## src/hw/rtl/crcfc_pkg.sv

```systemverilog
// shared types, constants and the crc byte update for the crc16 frame checker
`timescale 1ns / 1ps

package crcfc_pkg;

    localparam logic [15:0] CRC_INIT = 16'hFFFF;
    localparam logic [15:0] CRC_POLY = 16'h1021;

    // smallest legal frame and fixed overhead: two header, command, length, two crc
    localparam logic [15:0] MIN_FRAME = 16'd6;
    localparam logic [15:0] OVERHEAD  = 16'd6;
    localparam logic [7:0]  MAX_PAYLOAD = 8'd64;

    localparam logic [15:0] COUNT_MAX = 16'hFFFF;

    // frame status codes
    localparam logic [1:0] STATUS_OK     = 2'd0;
    localparam logic [1:0] STATUS_LENGTH = 2'd1;
    localparam logic [1:0] STATUS_HEADER = 2'd2;
    localparam logic [1:0] STATUS_CRC    = 2'd3;

    // configuration register indexes
    localparam logic [7:0] CFG_FIRST_HEADER  = 8'd0;
    localparam logic [7:0] CFG_SECOND_HEADER = 8'd1;

    typedef struct packed {
        logic [15:0] computed_crc;
        logic [7:0]  payload_length;
        logic [7:0]  command_code;
        logic [1:0]  frame_status;
    } t_result;

    // msb-first crc-16 update over one byte, unrolled into an xor network
    function automatic logic [15:0] crc_update(input logic [15:0] crc, input logic [7:0] b);
        logic [15:0] c;
        c = crc ^ {b, 8'h00};
        for (int i = 0; i < 8; i++) begin
            if (c[15]) begin
                c = {c[14:0], 1'b0} ^ CRC_POLY;
            end else begin
                c = {c[14:0], 1'b0};
            end
        end
        return c;
    endfunction

endpackage

```

## src/hw/rtl/crc16_frame_checker_top.sv

```systemverilog
// top level of the crc16 frame checker: input register, frame state, result register
`timescale 1ns / 1ps
// order: an accepted byte is evaluated from the input register by the frame state;
//   the status of a final byte is registered and shown on the master side
// throughput: one byte per cycle; a final byte stalls while an untaken result is held
// reset: synchronous active-low; header registers return to 0xAA and 0x55, frame
//   state clears, both pipeline registers empty

module crc16_frame_checker_top (
    input  logic        i_clk,
    input  logic        i_rst_n,
    // slave side: byte stream
    input  logic        s_axis_tvalid,
    output logic        s_axis_tready,
    input  logic [7:0]  s_axis_tdata,   // [7:0] data_byte
    input  logic        s_axis_tlast,   // frame_end
    // master side: one status transaction per frame
    output logic        m_axis_tvalid,
    input  logic        m_axis_tready,
    output logic [39:0] m_axis_tdata,   // [1:0] frame_status, [9:2] command_code,
                                        // [17:10] payload_length, [33:18] computed_crc,
                                        // [39:34] zero
    // configuration write channel
    input  logic        i_cfg_valid,
    output logic        o_cfg_ready,
    input  logic [7:0]  i_cfg_index,
    input  logic [7:0]  i_cfg_data
);

    logic [7:0]         r_first_header;
    logic [7:0]         r_second_header;

    // input register
    logic               r_in_valid;
    logic [7:0]         r_in_byte;
    logic               r_in_last;

    // result register
    logic               r_out_valid;
    crcfc_pkg::t_result r_out_result;
    crcfc_pkg::t_result w_result;

    logic               w_advance;
    logic               w_s_accept;
    logic               w_m_accept;

    // a byte that ends no frame never waits; a final byte waits for a free result slot
    assign w_advance  = r_in_valid && (!r_in_last || !r_out_valid || m_axis_tready);
    assign s_axis_tready = !r_in_valid || w_advance;
    assign w_s_accept = s_axis_tvalid && s_axis_tready;
    assign w_m_accept = r_out_valid && m_axis_tready;

    // config writes are always taken; unknown indexes are dropped
    assign o_cfg_ready = 1'b1;

    always_ff @(posedge i_clk) begin
        if (!i_rst_n) begin
            r_first_header  <= 8'hAA;
            r_second_header <= 8'h55;
        end else if (i_cfg_valid) begin
            case (i_cfg_index)
                crcfc_pkg::CFG_FIRST_HEADER:  r_first_header  <= i_cfg_data;
                crcfc_pkg::CFG_SECOND_HEADER: r_second_header <= i_cfg_data;
                default: ;
            endcase
        end
    end

    always_ff @(posedge i_clk) begin
        if (!i_rst_n) begin
            r_in_valid <= 1'b0;
        end else if (w_s_accept) begin
            r_in_valid <= 1'b1;
        end else if (w_advance) begin
            r_in_valid <= 1'b0;
        end
    end

    // payload only, no reset needed
    always_ff @(posedge i_clk) begin
        if (w_s_accept) begin
            r_in_byte <= s_axis_tdata;
            r_in_last <= s_axis_tlast;
        end
    end

    crcfc_frame_state u_frame_state (
        .i_clk           (i_clk),
        .i_rst_n         (i_rst_n),
        .i_step          (w_advance),
        .i_byte          (r_in_byte),
        .i_last          (r_in_last),
        .i_first_header  (r_first_header),
        .i_second_header (r_second_header),
        .o_result        (w_result)
    );

    always_ff @(posedge i_clk) begin
        if (!i_rst_n) begin
            r_out_valid <= 1'b0;
        end else if (w_advance && r_in_last) begin
            r_out_valid <= 1'b1;
        end else if (w_m_accept) begin
            r_out_valid <= 1'b0;
        end
    end

    always_ff @(posedge i_clk) begin
        if (w_advance && r_in_last) begin
            r_out_result <= w_result;
        end
    end

    assign m_axis_tvalid = r_out_valid;
    assign m_axis_tdata  = {6'd0, r_out_result.computed_crc, r_out_result.payload_length,
                            r_out_result.command_code, r_out_result.frame_status};

endmodule

```

## src/hw/rtl/crcfc_frame_state.sv

```systemverilog
// per-frame state and status evaluation for the crc16 frame checker
`timescale 1ns / 1ps

module crcfc_frame_state (
    input  logic                i_clk,
    input  logic                i_rst_n,
    input  logic                i_step,
    input  logic [7:0]          i_byte,
    input  logic                i_last,
    input  logic [7:0]          i_first_header,
    input  logic [7:0]          i_second_header,
    output crcfc_pkg::t_result  o_result
);

    logic [15:0] r_count, n_count;
    logic [15:0] r_crc, n_crc;
    logic [15:0] r_delay, n_delay;
    logic        r_hdr_ok, n_hdr_ok;
    logic [7:0]  r_cmd, n_cmd;
    logic [7:0]  r_len, n_len;
    logic [15:0] w_received;
    logic [15:0] w_expected_total;

    always_comb begin
        n_crc    = (r_count >= 16'd2) ? crcfc_pkg::crc_update(r_crc, r_delay[15:8]) : r_crc;
        n_hdr_ok = r_hdr_ok;
        n_cmd    = r_cmd;
        n_len    = r_len;
        case (r_count)
            16'd0:   n_hdr_ok = (i_byte == i_first_header);
            16'd1:   n_hdr_ok = r_hdr_ok && (i_byte == i_second_header);
            16'd2:   n_cmd    = i_byte;
            16'd3:   n_len    = i_byte;
            default: n_hdr_ok = r_hdr_ok;
        endcase
        n_delay = {r_delay[7:0], i_byte};
        n_count = (r_count != crcfc_pkg::COUNT_MAX) ? r_count + 16'd1 : r_count;
    end

    // trailing crc is little endian: older byte is the low half
    assign w_received       = {n_delay[7:0], n_delay[15:8]};
    assign w_expected_total = crcfc_pkg::OVERHEAD + {8'd0, n_len};

    always_comb begin
        o_result.computed_crc   = n_crc;
        o_result.payload_length = n_len;
        o_result.command_code   = n_cmd;
        if (n_count < crcfc_pkg::MIN_FRAME) begin
            o_result.frame_status = crcfc_pkg::STATUS_LENGTH;
        end else if (!n_hdr_ok) begin
            o_result.frame_status = crcfc_pkg::STATUS_HEADER;
        end else if (n_count != w_expected_total || n_len > crcfc_pkg::MAX_PAYLOAD) begin
            o_result.frame_status = crcfc_pkg::STATUS_LENGTH;
        end else if (n_crc != w_received) begin
            o_result.frame_status = crcfc_pkg::STATUS_CRC;
        end else begin
            o_result.frame_status = crcfc_pkg::STATUS_OK;
        end
    end

    always_ff @(posedge i_clk) begin
        if (!i_rst_n || (i_step && i_last)) begin
            r_count  <= 16'd0;
            r_crc    <= crcfc_pkg::CRC_INIT;
            r_delay  <= 16'd0;
            r_hdr_ok <= 1'b1;
            r_cmd    <= 8'd0;
            r_len    <= 8'd0;
        end else if (i_step) begin
            r_count  <= n_count;
            r_crc    <= n_crc;
            r_delay  <= n_delay;
            r_hdr_ok <= n_hdr_ok;
            r_cmd    <= n_cmd;
            r_len    <= n_len;
        end
    end

endmodule
```

## config.mk

```make
export PLATFORM = sky130hd
export DESIGN_NAME = crc16_frame_checker_top
export DESIGN_NICKNAME = d
export VERILOG_FILES = /design/src/hw/rtl/crcfc_pkg.sv /design/src/hw/rtl/crc16_frame_checker_top.sv /design/src/hw/rtl/crcfc_frame_state.sv
export SDC_FILE = /design/constraint.sdc
export NUM_CORES = 1
export LEC_CHECK = 0
export BUFFER_PORTS_ARGS = -buffer_cell sky130_fd_sc_hd__buf_2
export CAP_MARGIN = 20
export CELL_PAD_IN_SITES_DETAIL_PLACEMENT = 1
export CELL_PAD_IN_SITES_GLOBAL_PLACEMENT = 1
export CORE_MARGIN = 2
export CORE_UTILIZATION = 45
export CTS_CLUSTER_DIAMETER = 50
export DETAILED_ROUTE_END_ITERATION = 8
export PLACE_DENSITY = 0.85
export SYNTH_ARGS = -nofsm -noshare
export SYNTH_HDL_FRONTEND = slang
export SYNTH_SLANG_ARGS = --single-unit
```

## constraint.sdc

```tcl
create_clock -name i_clk -period 7.27 [get_ports i_clk]
set_input_delay 0.727 -clock i_clk [delete_from_list [all_inputs] [get_ports i_clk]]
set_output_delay 0.727 -clock i_clk [all_outputs]
set_load 0.03 [all_outputs]
```

Yosys cells after proc, flatten, opt, wreduce, memory -nomap -nowiden
Cells that the tools add are included.
{"block": "word_totals", "regBits": 126, "inputBits": 30, "output_inout_bits": 43}
{"block": "classes", "addsub": 2, "order_cmp": 3, "eq_ne": 9, "mux": 20, "bitwise": 9, "reduce_logical": 20}
{"operator": "$mux 13", "count": 8}
{"operator": "$eq 16x2->1 const B", "count": 2}
{"operator": "$mux 16", "count": 2}
{"operator": "$ne 16x16->1", "count": 2}
{"operator": "$not 3->3", "count": 8}
{"operator": "$add 16x1->16 const B", "count": 1}
{"operator": "$eq 16x1->1 const B", "count": 1}
{"operator": "$eq 8x8->1", "count": 2}
{"operator": "$ge 16x2->1 const B", "count": 1}
{"operator": "$logic_not 16->1", "count": 1}
{"operator": "$lt 16x3->1 const B", "count": 1}
{"operator": "$mux 8", "count": 2}
{"operator": "$ne 16x16->1 const B", "count": 1}
{"operator": "$xor 16x16->16", "count": 1}
{"operator": "$add 3x8->9 const A", "count": 1}
{"operator": "$eq 8x1->1 const B", "count": 1}
{"operator": "$gt 8x7->1 const B", "count": 1}
{"operator": "$logic_not 8->1", "count": 1}
{"operator": "$mux 2", "count": 3}
{"operator": "$logic_and 1x1->1", "count": 5}
{"operator": "$logic_or 1x1->1", "count": 5}
{"operator": "$logic_not 1->1", "count": 4}
{"operator": "$mux 1", "count": 4}
{"operator": "$reduce_and 2->1", "count": 2}
{"operator": "other kinds (2)", "count": 3}

Depth between registers and ports, before layout
Gate-level depths: netlist (run 1).
{"block": "depth", "ltp_word": 22, "mapped_depth": 14, "depth_no_buf": 13}

By module
A second synthesis (run 1) with hierarchy kept.
{"block": "hier_totals", "cells_unflattened": 690, "hier_area_um2": 6620.1}
{"mod": "crcfc_frame_state", "instances": 1, "cells_per_inst": 554, "area_each_um2": 4446.8, "seq_area_each_um2": 1301.2}
{"mod": "crc16_frame_checker_top", "instances": 1, "cells_per_inst": 136, "area_each_um2": 2173.3, "seq_area_each_um2": 1651.6}

Worst setup path before layout (run 1)
Ideal clock, no wire load.
{"block": "synth_timing", "path_type": "register to register", "start": "register u_frame_state.r_count[1]", "end": "register r_out_result, in the netlist m_axis_tdata[0], data pin", "setup_ps": 254, "t_arrival_ps": 3036, "path_slack_ps": 3980, "path_stages_with_launch": 13, "synth_period_minus_slack_ps": 3290, "path_cell_list": "dfxtp_1 -> ha_1 -> clkbuf_1 -> nor3b_1 -> nand4_2 -> mux2i_2 -> ha_1 -> xnor2_1 -> xnor2_1 -> xnor2_1 -> o41ai_1 -> nand4_1 -> o21a_1"}
{"block": "synth_via", "elab_chain_len": 7, "word_cells_on_any_way": 19, "classes_between": "2 x add/sub; 3 x order compare; 5 x eq/ne; 7 x mux; 2 x reduce/logical"}
{"item": "from (decl)", "line_no": "crcfc_frame_state.sv:15", "rtl": "logic [15:0] r_count, n_count;"}
{"item": "from (signal assigned)", "line_no": "crcfc_frame_state.sv:70", "rtl": "r_count <= n_count;"}
{"item": "$eq 16x2->1", "line_no": "crcfc_frame_state.sv:29", "rtl": "case (r_count)"}
{"item": "$mux 8", "line_no": "crcfc_frame_state.sv:29"}
{"item": "$add 3x8->9", "line_no": "crcfc_frame_state.sv:42", "rtl": "assign w_expected_total = crcfc_pkg::OVERHEAD + {8'd0, n_len};"}
{"item": "$ne 16x16->1", "line_no": "crcfc_frame_state.sv:52", "rtl": "end else if (n_count != w_expected_total || n_len > crcfc_pkg::MAX_PAYLOAD) begin"}
{"item": "$logic_or 1x1->1", "line_no": "crcfc_frame_state.sv:52"}
{"item": "$mux 2", "line_no": "crcfc_frame_state.sv:52"}
{"item": "$mux 2", "line_no": "crcfc_frame_state.sv:50", "rtl": "end else if (!n_hdr_ok) begin"}
{"item": "to (signal assigned)", "line_no": "crc16_frame_checker_top.sv:110", "rtl": "r_out_result <= w_result;"}
{"item": "to (decl)", "line_no": "crc16_frame_checker_top.sv:40", "rtl": "crcfc_pkg::t_result r_out_result;"}
Parallel ways exist; a longest one is shown, timed or not.
A chain may end at the register's enable or synchronous reset.

Final worst setup path (run 1)
Ends and elaborated chain as after synthesis.

==> results of run 1 <==
==> cell type report <==
class / instances / area share [%]
multi-input cells: 516 / 44.6
inverters: 21 / 1.03
flip-flops and latches: 126 / 38.5
well taps: 184 / 3.00
clock inverters: 13 / 2.53
repair buffers: 68 / 4.53
clock buffers: 19 / 5.77
==> cells in the mapped netlist (4+ instances only) <==
| cell | instances | area, um^2 |
|---|---|---|
| edfxtp_1 | 43 | 1290 |
| nor3_1 | 9 | 45.0 |
| buf_2 | 8 | 40.0 |
| or4_1 | 4 | 30.0 |
| nand4_1 | 10 | 62.6 |
| xnor3_1 | 6 | 135 |
| nand3_1 | 25 | 125 |
| nand2_1 | 109 | 409 |
| clkbuf_1 | 26 | 97.6 |
| a211oi_1 | 9 | 67.6 |
| ha_1 | 5 | 62.6 |
| a31oi_1 | 4 | 25.0 |
| nor2b_1 | 10 | 62.6 |
| o21ai_0 | 18 | 90.1 |
| and3_1 | 8 | 50.1 |
| nor2_1 | 60 | 225 |
| a21oi_1 | 36 | 180 |
| nor4_1 | 6 | 37.5 |
| mux2i_1 | 27 | 270 |
| o21a_1 | 4 | 30.0 |
| nor4_4 | 4 | 85.1 |
| xor2_1 | 28 | 245 |
| and4_1 | 4 | 35.0 |
| xnor2_1 | 45 | 394 |
| dfxtp_1 | 83 | 1660 |
| inv_1 | 21 | 78.8 |
| mux2_2 | 9 | 101 |
| buf_1 | 6 | 22.5 |
| nand4_2 | 4 | 50.1 |
| o211ai_1 | 12 | 90.1 |
| buf_4 | 9 | 67.6 |
==> final timing paths <==
check,slack (ns),depth (start not counted),endpoint,start
worst max-delay path,3.51,11,m_axis_tdata[0],u_frame_state.r_count[1]
worst min-delay path,0.47,1,r_in_byte[3],s_axis_tdata[3]
worst max register to register,3.51,11,m_axis_tdata[0],u_frame_state.r_count[1]
worst min register to register,0.47,2,u_frame_state.r_delay[9],u_frame_state.r_delay[9]
==> power groups by stage <==
| stage | combinational (mW) | clock, mW | sequential [mW] |
|---|---|---|---|
| 6_report | 0.183 | 0.923 | 0.778 |
| 5_1_grt | 0.199 | 0.964 | 0.781 |
| 4_1_cts | 0.183 | 0.937 | 0.777 |
| 3_5_place_dp | 0.180 | 0 | 0.792 |
| 3_3_place_gp | 0.172 | 0 | 0.790 |
| 2_1_floorplan | 0.132 | 0 | 0.787 |
==> worst reg2reg max path: cells and delay by family, from the launching register on <==
| family | cells | cell delay (ns) |
|---|---|---|
| AO/OA/AOI/OAI | 2 | 0.52 |
| XOR/XNOR | 3 | 0.48 |
| adder cells (fa/ha/maj) | 2 | 0.72 |
| flip-flops | 1 | 0.47 |
| multiplexers | 1 | 0.41 |
| AND/OR/NAND/NOR | 3 | 0.90 |
==> through the flow <==
step / instances / util, % / hold slack, ns / worst slack (ns) / cell area [um^2]
after floorplan: 713 / - / 0.433 / 3.98 / 6690
after global placement: 915 / 48.4 / 0.439 / 3.79 / 7030
after detailed placement: 915 / 48.4 / 0.457 / 3.60 / 7030
after CTS: 947 / 52.8 / 0.456 / 3.55 / 7670
after global routing: 947 / 52.8 / 0.460 / 3.20 / 7670
final: 947 / 52.8 / 0.467 / 3.51 / 7670
==> logic make-up after synthesis <==
kind of cell	share of synthesized area, %
flip-flops	44.3
buffers and inverters	4.76
other	0.113
XOR/XNOR	12.3
AND/OR/NAND/NOR	20.3
AO/OA/AOI/OAI	11.5
adder cells (fa/ha/maj)	0.938
multiplexers	5.78
==> sequential cells by signal (all words and copies together) (netlist names) <==
register	count
u_frame_state.r_crc	16
u_frame_state.r_delay	16
r_in_valid	1
u_frame_state.r_hdr_ok	1
m_axis_tdata	34
r_first_header	8
u_frame_state.r_count	16
u_frame_state.r_len	8
u_frame_state.r_cmd	8
r_in_last	1
r_second_header	8
m_axis_tvalid	1
r_in_byte	8
==> routing by layer <==
metal / part of all wire, % / wire [um] / track usage, %
met1: 42 / 7960 / 30.2
met5: 0 / 0 / 0
met4: 2.7 / 506 / 11.5
met2: 51 / 9540 / 42.6
met3: 4.5 / 853 / 5.31
==> results.yml, run 1 <==
global_route:
  grt_usage_pct: 24.9
  grt_max_degree: 59
  grt_pass1_wl_mm: 31.0
  grt_pass1_vias: 5875
  antenna_found_initial: 0
  grt-ovfl-total: 0
setup_path:
  crit_required_ns: 7.45
  cp-start-kind: "flop"
  cp_max_fo: 11
  end_kind: "flop"
  cp_common_cell: "xnor2_1"
  path_delay_family: "simple AND/OR/NAND/NOR gates"
  crit_type: "flop to flop"
  cp_slowest_cell: "dfxtp_1"
  slowest_delay_ns: 0.47
  crit_arrival_ns: 3.95
  timing.critical_path.buf_inv: 0
  crit_chain: "ha_1 -> nor3b_1 -> nand4_2 -> mux2i_2 -> ha_1 -> xnor2_1 -> xnor2_1 -> xnor2_1 -> o41ai_1 -> nand4_1 -> o21a_1"
sta:
  post-route-period-util_pct: 51.7
  final_hold_viol_count: 0
  finClkSkew_ns: 0.0100
  rsz0062_at_grt: "false"
  slew_headroom_pct: 32.9
  setup_tns_ns: 0
  fmax_ghz: 0.266
  fin_crit_ns: 3.76
  tightest_slew_ns: 1.00
  setup-violations-final: 0
  slew_violations: 0
floorplan:
  num_rows: 44
  chipHeight_um: 126
  core_area_um2: 14500
  die_w_um: 126
  start_util_pct: 45.9
  die_area_um2: 15800
  ioPinCount: 73
placement:
  dp.final_hpwl_mm: 13.0
  place_congestion: 0.877
  numPortBuffers: 65
finish:
  multiInputGateArea_um2: 3420
  mostFrequentLayoutCell: "nand2_1"
  finalNetCount: 785
  drive_above_1_share_pct: 16.1
  n_antenna_cell: 0
  seq_area_um2: 2950
  synthToLayoutAreaGrowth_pct: 15.0
  layout.cells.most_common_list: "nand2_1 (109), dfxtp_1 (83), buf_2 (65)"
  fill_cells: 1684
power:
  p_switching_mw: 0.453
  p_int_mw: 1.43
  seq_power_share_pct: 41.3
  p_per_area_nw_per_um2: 246
  p_leak_nw: 3.05
  clkPwrFrac_pct: 49.0
  total_power_mw: 1.88
  netSwitchingFraction_pct: 24.1
  comb_power_share_pct: 9.7
  ir_worst_vdd_uv: 164
route:
  post_drt_wl_per_cell_um: 19.9
  drt_iter0_markers: 421
  drc: 0
  vias: 5466
  antenna_left: 0
  via_per_inst: 5.77
  drt-pass1-iter-count: 4
  wirelength_mm: 18.9
synthesis:
  synth_edf_count: 43
  yosysWarnings: 0
  syn_area_um2: 6670
  synth_async_sr_flop_share_pct: 0
  synth_ff_type: "dfxtp_1"
  synth_cell_type_count: 66
  ys_seq_area_share_pct: 44.3
  syn_area_per_cell_um2: 9.42
  synthCells: 708
  ys_ff_latch: 126
clock_network:
  path_clk_slew_ns: 0.06
  ctsHoldBuffers: 0
  cts_resized: 0
  htree_levels: 4
  cts_buffers: 17
  cts_tree: "built"
  cts_buffer_depth: 2
  clock-root-buffer: "clkbuf_16"
  clock_sink_count: 126
  clk_latency_ns: 0.43
  post_cts.repair.setup_buffers: 0
min_path:
  hp-class: "input port to flop"
job:
  drv_cap: 0
run_status:
  outcome: "finished, final reports clean"
Note: power is estimated with default switching activity, not from simulation.
==> run 2: changes to the inputs <==
--- a/config.mk
+++ b/config.mk
@@ -10,10 +10,10 @@
 export CELL_PAD_IN_SITES_DETAIL_PLACEMENT = 1
 export CELL_PAD_IN_SITES_GLOBAL_PLACEMENT = 1
 export CORE_MARGIN = 2
-export CORE_UTILIZATION = 45
+export CORE_UTILIZATION = 41
 export CTS_CLUSTER_DIAMETER = 50
 export DETAILED_ROUTE_END_ITERATION = 8
-export PLACE_DENSITY = 0.85
+export PLACE_DENSITY = 0.82
 export SYNTH_ARGS = -nofsm -noshare
 export SYNTH_HDL_FRONTEND = slang
 export SYNTH_SLANG_ARGS = --single-unit
==> constraint.sdc (replaced) <==
create_clock -name i_clk -period 3.1 [get_ports i_clk]
set_input_delay 0.31 -clock i_clk [delete_from_list [all_inputs] [get_ports i_clk]]
set_output_delay 0.31 -clock i_clk [all_outputs]
set_load 0.03 [all_outputs]
==> results.yml, run 2 (same netlist as run 1, synthesis figures left out) <==
run_status:
  outcome: "finished, final reports clean"
sta:
  fmax_ghz: 0.329
  tightest_slew_ns: 0.951
  final_hold_viol_count: 0
  setup_tns_ns: 0
  finClkSkew_ns: 0.00969
  slew_headroom_pct: 36.4
  post-route-period-util_pct: 98.1
  fin_crit_ns: 3.04
  setup-violations-final: 0
  slew_violations: 0
clock_network:
  clock-root-buffer: "clkbuf_16"
  ctsHoldBuffers: 0
  cts_buffer_depth: 2
  path_clk_slew_ns: 0.06
  clk_latency_ns: 0.42
  htree_levels: 4
  cts_tree: "built"
  clock_sink_count: 126
  cts_buffers: 17
floorplan:
  die_w_um: 132
  ioPinCount: 73
  start_util_pct: 42.0
  num_rows: 46
  core_area_um2: 15900
  chipHeight_um: 132
  die_area_um2: 17300
setup_path:
  reg2reg_depth: 11
  crit_arrival_ns: 3.22
  crit_required_ns: 3.28
  slowest_delay_ns: 0.57
  timing.critical_path.buf_inv: 2
  cp-start-kind: "flop"
  path_delay_family: "simple AND/OR/NAND/NOR gates"
  cp_slowest_cell: "or4_1"
  end_kind: "flop"
  crit_type: "flop to flop"
  crit_chain: "ha_2 -> buf_4 -> nand4_1 -> buf_4 -> or4_1 -> mux2i_1 -> xor2_1 -> nand2_1 -> nor4b_1 -> nand4_1 -> o21a_1"
  cp_max_fo: 7
  crit_cells: 11
route:
  antenna_left: 0
  drt_iter0_markers: 427
  via_per_inst: 5.63
  vias: 5800
  post_drt_wl_per_cell_um: 19.7
  drt-pass1-iter-count: 5
  drc: 0
  wirelength_mm: 20.3
global_route:
  grt-ovfl-total: 0
  grt_max_degree: 52
  grt_pass1_wl_mm: 32.0
  antenna_found_initial: 0
  grt_usage_pct: 23.6
  grt_pass1_vias: 6087
finish:
  synthToLayoutAreaGrowth_pct: 23.6
  fin_area_um2: 8250
  n_antenna_cell: 0
  layout.cells.most_common_list: "nand2_1 (109), dfxtp_1 (81), buf_2 (65)"
  drive_above_1_share_pct: 23.6
  largest_register_ff_count: 34
  finalNetCount: 837
  fin_cells: 1031
  mostFrequentLayoutCell: "nand2_1"
  finish.utilization_pct: 51.9
placement:
  place_congestion: 0.929
  place_inst: 990
  dp.final_hpwl_mm: 14.3
  post_dp_cell_area_um2: 7420
  numPortBuffers: 65
job:
  drv_cap: 0
min_path:
  hold-path-cell-count: 1
  hp-class: "input port to flop"
power:
  p_per_area_nw_per_um2: 564
  p_leak_nw: 3.34
  ir_worst_vdd_uv: 402
## run 2: layout make-up
| cell class | count | area, um^2 |
|---|---|---|
| fillers | 1839 | 7640 |
| repair buffers | 120 | 754 |
| flip-flops and latches | 126 | 2960 |
| well taps | 216 | 270 |
| clock buffers | 17 | 425 |
| multi-input cells | 516 | 3490 |
| inverters | 21 | 78.8 |
| clock inverters | 15 | 268 |
## run 2: what timing repair did
| item | CTS | global route |
|---|---|---|
| cloned | 0 | 0 |
| pin swaps | 1 | 6 |
| setup endpoints to repair | 2 | 2 |
| gates resized for setup | 4 | 13 |
| setup buffers | 1 | 7 |
## run 2: routing by layer
| metal | track usage, % | up-vias | routed length, um | share of wire [%] |
|---|---|---|---|---|
| li1 | - | 2660 | - | - |
| met1 | 27.7 | 2902 | 8460 | 42 |
| met4 | 10.8 | 0 | 600 | 3.0 |
| met5 | 0 | - | 0 | 0 |
| met3 | 5.83 | 42 | 964 | 4.8 |
| met2 | 40.7 | 196 | 10300 | 51 |
## run 2: worst paths after layout
kind	slack (ns)	to	from
worst max-delay path	0.06	m_axis_tdata[0]	u_frame_state.r_count[1]
worst min-delay path	0.06	r_in_byte[7]	s_axis_tdata[7]
worst max register to register	0.06	m_axis_tdata[0]	u_frame_state.r_count[1]
worst min register to register	0.46	u_frame_state.r_cmd[1]	u_frame_state.r_cmd[1]
## run 2: power by group
part	internal (mW)	total (mW)	switching, mW
logic	0.198	0.496	0.297
registers	1.76	1.81	0.0527
clock network	1.59	2.34	0.756
total	3.54	4.65	1.11
## run 2: through the flow
step	hold WS (ns)	power [mW]	setup slack, ns
2_1_floorplan	0.409	2.15	0.0243
3_3_place_gp	0.439	2.29	0.0571
3_5_place_dp	0.458	2.31	-0.0112
4_1_cts	0.0482	4.66	0.0376
5_1_grt	0.0494	4.79	-0.00961
6_report	0.0647	4.65	0.0595
==> run 3: changes to the inputs <==
--- a/config.mk
+++ b/config.mk
@@ -10,10 +10,11 @@
 export CELL_PAD_IN_SITES_DETAIL_PLACEMENT = 1
 export CELL_PAD_IN_SITES_GLOBAL_PLACEMENT = 1
 export CORE_MARGIN = 2
-export CORE_UTILIZATION = 41
+export CORE_UTILIZATION = 43
+export CTS_BUF_LIST = sky130_fd_sc_hd__clkbuf_2
 export CTS_CLUSTER_DIAMETER = 50
 export DETAILED_ROUTE_END_ITERATION = 8
-export PLACE_DENSITY = 0.82
+export PLACE_DENSITY = 0.9
 export SYNTH_ARGS = -nofsm -noshare
 export SYNTH_HDL_FRONTEND = slang
 export SYNTH_SLANG_ARGS = --single-unit
==> results.yml, run 3 (same netlist as run 1, synthesis figures left out) <==
sta:
  slew_headroom_pct: 32.7
  fin_crit_ns: 3.00
  finClkSkew_ns: 0.0378
  post-route-period-util_pct: 96.9
  final_hold_viol_count: 0
  fmax_ghz: 0.333
  setup-violations-final: 0
  tightest_slew_ns: 1.00
  slew_violations: 0
min_path:
  min_from: "i_cfg_index[0]"
  min_to: "r_first_header[2]"
  hp-class: "input port to flop"
  hold-path-cell-count: 5
finish:
  finalNetCount: 861
  largest_register_ff_count: 34
  n_antenna_cell: 0
  mostFrequentLayoutCell: "nand2_1"
  drive_above_1_share_pct: 21.8
  layout.cells.most_common_list: "nand2_1 (109), dfxtp_1 (81), buf_2 (65)"
  fin_area_um2: 8000
  synthToLayoutAreaGrowth_pct: 19.8
global_route:
  grt_max_degree: 44
  antenna_found_initial: 0
  grt_pass1_wl_mm: 31.9
  grt-ovfl-total: 0
  grt_pass1_vias: 6145
  grt_usage_pct: 25.1
floorplan:
  die_area_um2: 16500
  chipHeight_um: 129
  die_w_um: 129
  ioPinCount: 73
  core_area_um2: 15200
  num_rows: 45
  start_util_pct: 43.9
route:
  antenna_left: 0
  via_per_inst: 5.62
  post_drt_wl_per_cell_um: 19.5
  drt_iter0_markers: 450
  drc: 0
  wirelength_mm: 20.1
  drt-pass1-iter-count: 4
  vias: 5775
power:
  p_leak_nw: 3.24
  p_per_area_nw_per_um2: 426
  ir_worst_vdd_uv: 471
  total_power_mw: 3.40
setup_path:
  rrSetupSlack_ns: 0.1
  cp_max_fo: 5
  crit_arrival_ns: 3.48
  cp-start-kind: "flop"
  end_kind: "flop"
  crit_required_ns: 3.58
  crit_type: "flop to flop"
  r2r-end: "m_axis_tdata[0]"
  r2r-start: "u_frame_state.r_count[0]"
  reg2reg_depth: 11
placement:
  place_congestion: 0.901
  numPortBuffers: 65
  post_dp_cell_area_um2: 7390
  dp.final_hpwl_mm: 14.2
clock_network:
  clock-root-buffer: "clkbuf_2"
  cts_tree: "built"
  cts_buffer_depth: 2
  clk_latency_ns: 0.72
  path_clk_slew_ns: 0.21
  cts_buffers: 17
  htree_levels: 4
  clock_sink_count: 126
job:
  drv_cap: 0
run_status:
  outcome: "finished, final reports clean"
[run 3: changes by cell type in the layout (fill, tap and decap cells not counted), sizes merged]
cell         change
clkinvlp         -2
bufinv           -4
clkinv           +4
buf              -4
dlygate4sd3     +28
clkbuf           +2
[run 3: power by group]
| part | internal, mW | switching [mW] | total (mW) |
|---|---|---|---|
| combinational | 0.211 | 0.289 | 0.500 |
| sequential | 1.76 | 0.0578 | 1.82 |
| clock | 0.446 | 0.640 | 1.09 |
| total | 2.42 | 0.986 | 3.40 |
[run 3: cell type report]
cell class,instances,area (um^2)
well taps,188,235
multi-input cells,516,3480
clock inverters,13,149
repair buffers,144,1000
flip-flops and latches,126,2960
fillers,1752,7210
inverters,21,78.8
clock buffers,19,95.1
[run 3: timing repair]
item	CTS	global route
setup buffers	2	2
endpoints found under the setup margin	1	2
gates resized for setup	0	12
pin swaps	1	7
hold endpoints to repair	27	0
hold buffers	28	0
[run 3: worst max-delay path, stage by stage, from the launching register on]
cell and delay (ns):
dfxtp_4 0.41, inv_1 0.07, ha_1 0.24, or4_4 0.46
nor4_4 0.31, buf_4 0.18, nand4_1 0.17, o2bb2ai_2 0.20
o22ai_1 0.11, nor4_2 0.35, nand3_1 0.12, o21a_1 0.19
[run 3: layer usage]
metal  routed length, um  track usage [%]
met2               10400             45.3
met1                7990             28.4
met4                 610             10.1
met3                1020             6.32
met5                   0                0
[run 3: worst max path at each step]
stage / from / end / slack, ns / cells past startpoint
final: u_frame_state.r_count[0] / m_axis_tdata[0] / 0.1 / 11
after global routing: u_frame_state.r_count[3] / m_axis_tdata[0] / -0.07 / 8
after CTS: u_frame_state.r_count[13] / m_axis_tdata[0] / 0.03 / 11
after detailed placement: u_frame_state.r_count[4] / m_axis_tdata[0] / 0.02 / 11
after global placement: u_frame_state.r_count[2] / m_axis_tdata[1] / 0.15 / 7
after floorplan: u_frame_state.r_count[1] / m_axis_tdata[0] / 0.02 / 12
[run 3: per-stage QoR]
| step | hold slack, ns | worst slack (ns) | TNS, ns | util (%) | instances |
|---|---|---|---|---|---|
| 2_1_floorplan | 0.409 | 0.0243 | 0 | - | 713 |
| 3_3_place_gp | 0.438 | 0.148 | 0 | 48.6 | 963 |
| 4_1_cts | 0.0715 | 0.0319 | 0 | 52.2 | 1025 |
| 3_5_place_dp | 0.447 | 0.0208 | 0 | 48.6 | 963 |
| 6_report | 0.168 | 0.0975 | 0 | 52.6 | 1027 |
| 5_1_grt | 0.123 | -0.0697 | -0.0719 | 52.6 | 1027 |
